==> src/design/assert_macros.svh <==
// Assertion macros used by the priority queue top level
`ifndef ASSERT_MACROS_SVH
`define ASSERT_MACROS_SVH
`ifndef SYNTHESIS
// Clocked check, switched off while reset is held
`define SPQ_ASSERT(label, clock, rstn, prop) \
  label: assert property (@(posedge clock) disable iff (!(rstn)) (prop)) \
    else $error("priority queue check failed");
// Clocked check that is also evaluated during reset
`define SPQ_ASSERT_ALWAYS(label, clock, prop) \
  label: assert property (@(posedge clock) (prop)) \
    else $error("priority queue check failed");
`else
`define SPQ_ASSERT(label, clock, rstn, prop)
`define SPQ_ASSERT_ALWAYS(label, clock, prop)
`endif
`endif

==> src/design/spq_pkg.sv <==
// Types, codes and constants of the sorted priority queue
package spq_pkg;

  localparam int PRIO_BITS    = 16;
  localparam int DATA_BITS    = 32;
  localparam int OCC_BITS     = 5;
  localparam int CAPACITY_DEF = 16;

  typedef enum logic {
    OP_INSERT = 1'b0,
    OP_REMOVE = 1'b1
  } spq_op_t;

  typedef enum logic [1:0] {
    ST_OK    = 2'd0,
    ST_EMPTY = 2'd1,
    ST_FULL  = 2'd2
  } spq_status_t;

  typedef struct packed {
    spq_op_t                       operation;
    logic signed [PRIO_BITS-1:0]   item_priority;
    logic signed [DATA_BITS-1:0]   item_value;
  } spq_in_t;

  typedef struct packed {
    spq_status_t                   status;
    logic signed [DATA_BITS-1:0]   removed_value;
    logic                          head_valid;
    logic signed [DATA_BITS-1:0]   head_value;
    logic signed [PRIO_BITS-1:0]   head_priority;
    logic [OCC_BITS-1:0]           occupancy;
  } spq_out_t;

  // One stored entry
  typedef struct packed {
    logic signed [PRIO_BITS-1:0]   prio;
    logic signed [DATA_BITS-1:0]   value;
  } spq_slot_t;

  // Broadcast to every cell in the cycle of a transfer
  typedef struct packed {
    logic                          ins;
    logic                          rem;
    spq_slot_t                     item;
  } spq_ctl_t;

endpackage

==> src/design/sorted_priority_queue.sv <==
// Top level of the sorted priority queue built as a chain of slot cells
//
//   channel  ports                  transfer
//   in       start, busy, in_item   start high while busy low
//   out      out_valid, out_result  every cycle out_valid is high
//
// One item per clock while busy is low; the result shows in the cycle after its transfer, for one cycle.
// Each cell compares against the newcomer in parallel, so the insert position and
// the shift of the whole row settle in the same cycle.
// busy is high during reset and until a clock edge samples rst_n high; synchronous reset
// empties the queue.
// The receiver cannot stall, so nothing is held back on the output side.
module sorted_priority_queue #(
  parameter int CAPACITY = spq_pkg::CAPACITY_DEF
) (
  input  logic               clk,
  input  logic               rst_n,
  input  logic               start,
  output logic               busy,
  input  spq_pkg::spq_in_t   in_item,
  output logic               out_valid,
  output spq_pkg::spq_out_t  out_result
);
  import spq_pkg::*;
  `include "assert_macros.svh"

  localparam int CW = $clog2(CAPACITY + 1);
  localparam logic [CW-1:0] CAP = CW'(CAPACITY);

  logic [CW-1:0]          count_r, count_nxt;
  logic                   busy_r;
  logic                   out_valid_r;
  spq_status_t            status_r, status_nxt;
  logic signed [DATA_BITS-1:0] removed_r, removed_nxt;

  logic                   accept;
  spq_ctl_t               ctl;
  logic                   ge    [CAPACITY];
  spq_slot_t              slots [CAPACITY];

  assign accept         = start && !busy_r;
  assign ctl.ins        = accept && (in_item.operation == OP_INSERT) && (count_r != CAP);
  assign ctl.rem        = accept && (in_item.operation == OP_REMOVE) && (count_r != '0);
  assign ctl.item.prio  = in_item.item_priority;
  assign ctl.item.value = in_item.item_value;

  for (genvar i = 0; i < CAPACITY; i++) begin : g_cell
    logic      lge;
    spq_slot_t lslot, rslot;
    if (i == 0) begin : g_first
      assign lge   = 1'b1;
      assign lslot = ctl.item;
    end else begin : g_mid
      assign lge   = ge[i-1];
      assign lslot = slots[i-1];
    end
    if (i == CAPACITY - 1) begin : g_last
      assign rslot = slots[i];
    end else begin : g_inner
      assign rslot = slots[i+1];
    end
    spq_cell #(
      .CAPACITY (CAPACITY),
      .CELL_IDX (i)
    ) u_cell (
      .clk        (clk),
      .ctl        (ctl),
      .count      (count_r),
      .left_ge    (lge),
      .left_slot  (lslot),
      .right_slot (rslot),
      .ge         (ge[i]),
      .slot       (slots[i])
    );
  end

  always_comb begin
    count_nxt   = count_r;
    status_nxt  = ST_OK;
    removed_nxt = '0;
    if (in_item.operation == OP_INSERT) begin
      if (count_r == CAP) status_nxt = ST_FULL;
    end else begin
      if (count_r == '0) status_nxt = ST_EMPTY;
    end
    if (ctl.ins) begin
      count_nxt = count_r + CW'(1);
    end else if (ctl.rem) begin
      count_nxt   = count_r - CW'(1);
      removed_nxt = slots[0].value;
    end
  end

  always_ff @(posedge clk) begin
    if (!rst_n) begin
      count_r     <= '0;
      busy_r      <= 1'b1;
      out_valid_r <= 1'b0;
    end else begin
      count_r     <= count_nxt;
      busy_r      <= 1'b0;
      out_valid_r <= accept;
    end
  end

  always_ff @(posedge clk) begin
    if (accept) begin
      status_r  <= status_nxt;
      removed_r <= removed_nxt;
    end
  end

  // Head cell already holds the state left by the last transfer
  assign busy                     = busy_r;
  assign out_valid                = out_valid_r;
  assign out_result.status        = status_r;
  assign out_result.removed_value = removed_r;
  assign out_result.head_valid    = (count_r != '0);
  assign out_result.head_value    = (count_r != '0) ? slots[0].value : '0;
  assign out_result.head_priority = (count_r != '0) ? slots[0].prio  : '0;
  assign out_result.occupancy     = OCC_BITS'(count_r);

  `SPQ_ASSERT(a_count_bound, clk, rst_n, count_r <= CAP)
  `SPQ_ASSERT(a_strobe_follows, clk, rst_n, accept |=> out_valid_r)
  `SPQ_ASSERT(a_no_spurious, clk, rst_n, !accept |=> !out_valid_r)
  `SPQ_ASSERT(a_ins_grows, clk, rst_n, ctl.ins |=> count_r == $past(count_r) + CW'(1))
  `SPQ_ASSERT(a_full_drop, clk, rst_n,
    (out_valid_r && status_r == ST_FULL) |-> count_r == CAP)

endmodule

==> src/design/spq_cell.sv <==
// One slot of the sorted chain: keep, take the new entry, or shift
module spq_cell #(
  parameter int CAPACITY = spq_pkg::CAPACITY_DEF,
  parameter int CELL_IDX = 0
) (
  input  logic                                clk,
  input  spq_pkg::spq_ctl_t                   ctl,
  input  logic [$clog2(CAPACITY+1)-1:0]       count,
  input  logic                                left_ge,
  input  spq_pkg::spq_slot_t                  left_slot,
  input  spq_pkg::spq_slot_t                  right_slot,
  output logic                                ge,
  output spq_pkg::spq_slot_t                  slot
);
  import spq_pkg::*;

  localparam int CW = $clog2(CAPACITY + 1);
  localparam logic [CW-1:0] IDX = CW'(CELL_IDX);

  spq_slot_t slot_r, slot_nxt;
  logic      occupied;

  assign occupied = IDX < count;
  // Held entry stays ahead of the newcomer on equal priority
  assign ge       = occupied && !(slot_r.prio < ctl.item.prio);
  assign slot     = slot_r;

  always_comb begin
    slot_nxt = slot_r;
    if (ctl.ins) begin
      if (!ge) begin
        slot_nxt = left_ge ? ctl.item : left_slot;
      end
    end else if (ctl.rem) begin
      slot_nxt = right_slot;
    end
  end

  always_ff @(posedge clk) begin
    slot_r <= slot_nxt;
  end

endmodule
==> config.mk <==
export PLATFORM = sky130hd
export DESIGN_NAME = sorted_priority_queue
export DESIGN_NICKNAME = d
export VERILOG_FILES = /design/src/design/spq_pkg.sv /design/src/design/sorted_priority_queue.sv /design/src/design/spq_cell.sv
export VERILOG_INCLUDE_DIRS = /design/src /design/src/design
export SDC_FILE = /design/constraint.sdc
export NUM_CORES = 2
export LEC_CHECK = 0
export ABC_AREA = 1
export BUFFER_PORTS_ARGS = -buffer_cell sky130_fd_sc_hd__buf_2
export CAP_MARGIN = 20
export CORE_MARGIN = 1.5
export CORE_UTILIZATION = 45
export CTS_BUF_LIST = sky130_fd_sc_hd__clkbuf_8
export CTS_CLUSTER_SIZE = 24
export DETAILED_ROUTE_END_ITERATION = 6
export GPL_ROUTABILITY_DRIVEN = 0
export HOLD_SLACK_MARGIN = 0.12
export PLACE_DENSITY = 0.71
export RECOVER_POWER = 100
export SYNTH_ARGS = -nofsm -noshare
export SYNTH_HDL_FRONTEND = slang
export SYNTH_HIERARCHICAL = 1
export SYNTH_SLANG_ARGS = --single-unit
==> constraint.sdc <==
create_clock -name clk -period 10.3 [get_ports clk]
set_input_delay 1.03 -clock clk [delete_from_list [all_inputs] [get_ports clk]]
set_output_delay 1.03 -clock clk [all_outputs]
set_load 0.01 [all_outputs]
## Word level (Yosys, flattened, before mapping)

Index checks and enable logic that the tools add are counted.

| storage, ports and cells | value |
|---|---|
| bits in registers | 809 |
| logic and storage cells | 217 |
| output and inout bits | 90 |
| input bits | 52 |

| cells by class | value |
|---|---|
| add/subtract/negate cells | 2 |
| magnitude comparators | 32 |
| reduce and logical (&&, ||, !) cells | 58 |
| eq/ne operators | 17 |
| bitwise gates (word level) | 3 |
| mux-type cells | 68 |

Operators with widths:

| kind | number |
|---|---|
| 48-bit two-way mux | 60 |
| 16-bit less-than comparator | 16 |
| 4-bit by 5-bit less-than comparator with 1-bit output (first input constant) | 8 |
| 32-bit two-way mux | 1 |
| 2-bit AND reduction | 16 |
| 2-bit != test (second input constant) | 15 |
| 1-bit logical AND | 21 |
| 3-bit by 5-bit less-than comparator with 1-bit output (first input constant) | 4 |
| 1-bit logical NOT | 17 |
| 16-bit two-way mux | 1 |
| 1-bit by 5-bit less-than comparator with 1-bit output (first input constant) | 2 |
| 2-bit by 5-bit less-than comparator with 1-bit output (first input constant) | 2 |
| 5-bit two-way mux | 2 |
| 5-bit by 1-bit adder with 5-bit output (second input constant) | 1 |
| 5-bit == test (second input constant) | 1 |
| 5-bit logical NOT | 1 |
| 5-bit != test (second input constant) | 1 |
| 5-bit nonzero test | 1 |
| 5-bit by 1-bit subtractor with 5-bit output (second input constant) | 1 |
| 2-bit two-way mux | 2 |
| 1-bit inverter | 3 |
| 1-bit two-way mux | 2 |
| 2-bit nonzero test | 1 |
| 2-bit OR reduction | 1 |

## Longest topological paths before layout

| depth | value |
|---|---|
| word-level depth | 6 |
| gate-level depth with buffers | 19 |
| mapped depth without buffers | 16 |

## Cells and area by module

Netlist, hierarchy kept.

Modules (own cells, without submodules):

| module | area each (um2) | cells each | seq. area each (um2) | instances |
|---|---|---|---|---|
| spq_cell (g_cell[10].u_cell ...) | 2866.5 | 339 | 1441.4 | 2 |
| spq_cell (g_cell[0].u_cell) | 2869.0 | 340 | 1441.4 | 1 |
| spq_cell (g_cell[2].u_cell) | 2861.5 | 337 | 1441.4 | 1 |
| spq_cell (g_cell[14].u_cell) | 2860.2 | 337 | 1441.4 | 1 |
| spq_cell (g_cell[1].u_cell) | 2851.5 | 338 | 1441.4 | 1 |
| spq_cell (g_cell[13].u_cell) | 2849.0 | 338 | 1441.4 | 1 |
| spq_cell (g_cell[11].u_cell) | 2847.7 | 338 | 1441.4 | 1 |
| spq_cell (g_cell[9].u_cell) | 2847.7 | 337 | 1441.4 | 1 |
| spq_cell (g_cell[15].u_cell) | 2846.5 | 337 | 1441.4 | 1 |
| spq_cell (g_cell[8].u_cell) | 2846.5 | 338 | 1441.4 | 1 |
| spq_cell (g_cell[3].u_cell) | 2844.0 | 336 | 1441.4 | 1 |
| spq_cell (g_cell[4].u_cell) | 2844.0 | 338 | 1441.4 | 1 |
| spq_cell (g_cell[5].u_cell) | 2844.0 | 335 | 1441.4 | 1 |
| spq_cell (g_cell[6].u_cell) | 2841.5 | 336 | 1441.4 | 1 |
| 2 more rows | n/a | n/a | n/a | n/a |

## Least setup slack after synthesis

Ideal clock, no wire load.

| timing | value |
|---|---|
| kind | input -> register |
| start | in start |
| end | reg g_cell[0].u_cell.slot_r, in the netlist g_cell[0].u_cell/slot[0] (enable) |
| data required time | 9717 ps |
| path slack | 5887 ps |
| stages | 9 |
| setup time | 583 ps |
| path buffers | 2 |
| arrival time | 3829 ps |
| cell sequence | nand2_2 nor2_1 nand2_2 inv_1 inv_1 buf_2 buf_2 nand2_1 nand2_1 |

RTL lines:

| item | RTL line | source |
|---|---|---|
| from (decl) | sorted_priority_queue.sv:18 | `input logic start,` |
| to (signal assigned) | spq_cell.sv:40 | `slot_r <= slot_nxt;` |
| to (decl) | spq_cell.sv:20 | `spq_slot_t slot_r, slot_nxt;` |

==> flow_summary.json <==
{
  "syn_area_um2": 47600,
  "intPower_mw": 6.08,
  "cts.sinks": 809,
  "crit_chain": "inv_1, nand2_1, nor2_1, nand2_1, inv_8, buf_12, inv_1, clkbuf_1, nand2_1, nand2_1, clkbuf_1",
  "pre_cts_ws_ns": 5.24,
  "antenna_found_initial": 1,
  "drive_gt1_share_pct": 5.29,
  "skew_ns": 0.0453,
  "fin_crit_ns": 6.93,
  "finalSetupViolCount": 0,
  "peakVddDrop_uv": 105,
  "cts_root_buf": "clkbuf_8",
  "setup_ws_ns": 3.37,
  "grt_overflow": 0,
  "crit_arrival_ns": 7.31,
  "reg2reg_to": "g_cell[12].u_cell/slot[20]",
  "coreArea_um2": 105000,
  "io_buffers": 141,
  "min_period_over_period_pct": 67.3,
  "num_io_pins": 142,
  "firstDrtPassIters": 6,
  "placed_cells": 6901,
  "final_cells": 7140,
  "grt_usage_pct": 24.5,
  "cts_buffer_depth": 3,
  "grt_pass1_vias": 41300,
  "reg2reg_from": "busy",
  "timing.fmax_mhz": 144,
  "postCtsSetupBuffers": 0,
  "crit_family": "buffers and inverters",
  "vias": 40900,
  "die_w_um": 328,
  "worstMarginPinSlew_ns": 4.07,
  "seq_power_share_pct": 47.6,
  "die_h_um": 328,
  "grt_first_pass_wirelength_mm": 214,
  "outcome": "complete, but fails checks",
  "ant_nets": 0,
  "hold_path_end": "busy",
  "worstPathMaxFanout": 188,
  "slowest_stage": "clkbuf_1",
  "drt_iter0_drc": 3943,
  "syn_to_final_growth_pct": 6.91,
  "fin_setup_tns_ns": 0,
  "p_sw_share_pct": 35.1,
  "viasPerCell": 5.73,
  "max-cap-violations": 43,
  "p_switching_mw": 3.29,
  "grt_max_degree": 189,
  "yosys_warnings": 6,
  "required_ns": 10.68,
  "num_rows": 119,
  "drc": 0,
  "crit_type": "reg -> reg",
  "hold_depth": 2,
  "cts_resized": 0,
  "cts_tree": "built",
  "critPathMaxStageDelay_ns": 1.70,
  "wirelength_mm": 136,
  "rr_worst_depth": 11,
  "crit_buf_inv": 6,
  "regToRegSetupSlack_ns": 3.37,
  "hp-class": "in -> reg",
  "slew_headroom_pct": -171,
  "dieArea_um2": 108000,
  "finalNetCount": 5951,
  "rsz0062_at_grt": "no",
  "syn_avg_cell_area_um2": 8.46,
  "hold_viol_final": 0,
  "start_kind": "flip-flop",
  "power.density_nw_per_um2": 184,
  "cts_inserted_buffers": 135,
  "power.leakage_nw": 21.1,
  "syn_inst": 5634,
  "hold_start": "rst_n",
  "holdBufCountCts": 0,
  "violations": "max-capacitance violations, max-slew violations",
  "cts.reportedPaths.clkPinSlew_ns": 0.06,
  "clkLatencyLatePin_ns": 0.83,
  "htreeDepth": 4,
  "endpoint_kind": "flip-flop",
  "critPathLaunch": "busy",
  "hpwl_mm": 90.4,
  "finalMaxSlewViolations": 2129,
  "start_util_pct": 45.3,
  "combPwrFrac_pct": 24.2,
  "cpMostUsedCell": "nand2_1",
  "wl_per_cell_um": 19.0,
  "clkPwrFrac_pct": 28.2
}
[power by group through the flow]
stage          clock network [mW]  logic, mW  registers, mW
6_report                     2.65       2.27           4.46
3_3_place_gp                    0       2.17           4.52
2_1_floorplan                   0       1.72           4.38
3_5_place_dp                    0       2.27           4.51
5_1_grt                      2.81       2.56           4.49
4_1_cts                      2.68       2.28           4.45
[stage by stage]
step                utilization, %  instance area [µm²]  hold slack [ns]  total power, mW
global route                  48.5                50900            0.521             9.86
detailed placement            46.5                48900            0.543             6.78
CTS                           48.8                51300            0.432             9.41
global placement              46.4                48800            0.537             6.69
finish                        48.5                50900            0.515             9.37
floorplan                        -                47700            0.519             6.10
[sequential cells by signal, indices dropped and copies added, names as in the netlist]
register	flops
out_valid	1
count_r	5
removed_r	32
status_r	2
busy	1
g_cell.u_cell/slot	768
[worst max-delay path by stage]
stage | to | slack, ns | cells after the start
6_report | g_cell[12].u_cell/slot[20] | 3.37 | 11
5_1_grt | g_cell[12].u_cell/slot[20] | 2.76 | 11
4_1_cts | g_cell[12].u_cell/slot[20] | 5.69 | 9
3_5_place_dp | g_cell[12].u_cell/slot[15] | 5.24 | 10
3_3_place_gp | g_cell[5].u_cell/slot[10] | 5.29 | 10
2_1_floorplan | g_cell[0].u_cell/slot[0] | 5.89 | 9
[layer usage]
layer  global-route usage (%)  wire (µm)  vias up
li1                         -          -    19200
met1                     28.9      52900    19800
met2                     44.4      70800     1538
met3                     3.18       7030      403
met4                     10.5       4990        0
met5                        0          0        -
[layout by cell type (no fill, tap or decap), drive strengths merged]
cell and count:
inv 487, o21bai 9, nand3 46, and2 1, nand3b 1, buf 85
conb 4, a21oi 108, a41o 1, nor2 833, a21o 1, edfxtp 802
a31o 1, or4 1, fa 1, a311o 1, nand4 16, dfxtp 7
a211o 1, bufinv 2, clkinv 43, o21ai 1565, a31oi 1, ha 243
nor3 50, o21a 7, or3 2, nand2 1152, a2111o 1, or2 2
clkinvlp 9, clkbuf 264, xor2 1, diode 1
[area by class of cell]
type	instances	area [µm²]
inverters	448	1690
clock inverters	93	463
clock buffers	137	1890
flip-flops and latches	809	24200
fillers	9995	54200
diodes	1	2.50
repair buffers	212	1030
multi-input cells	4049	19900
well taps	1391	1740
Power figures use the tool's default switching activity.
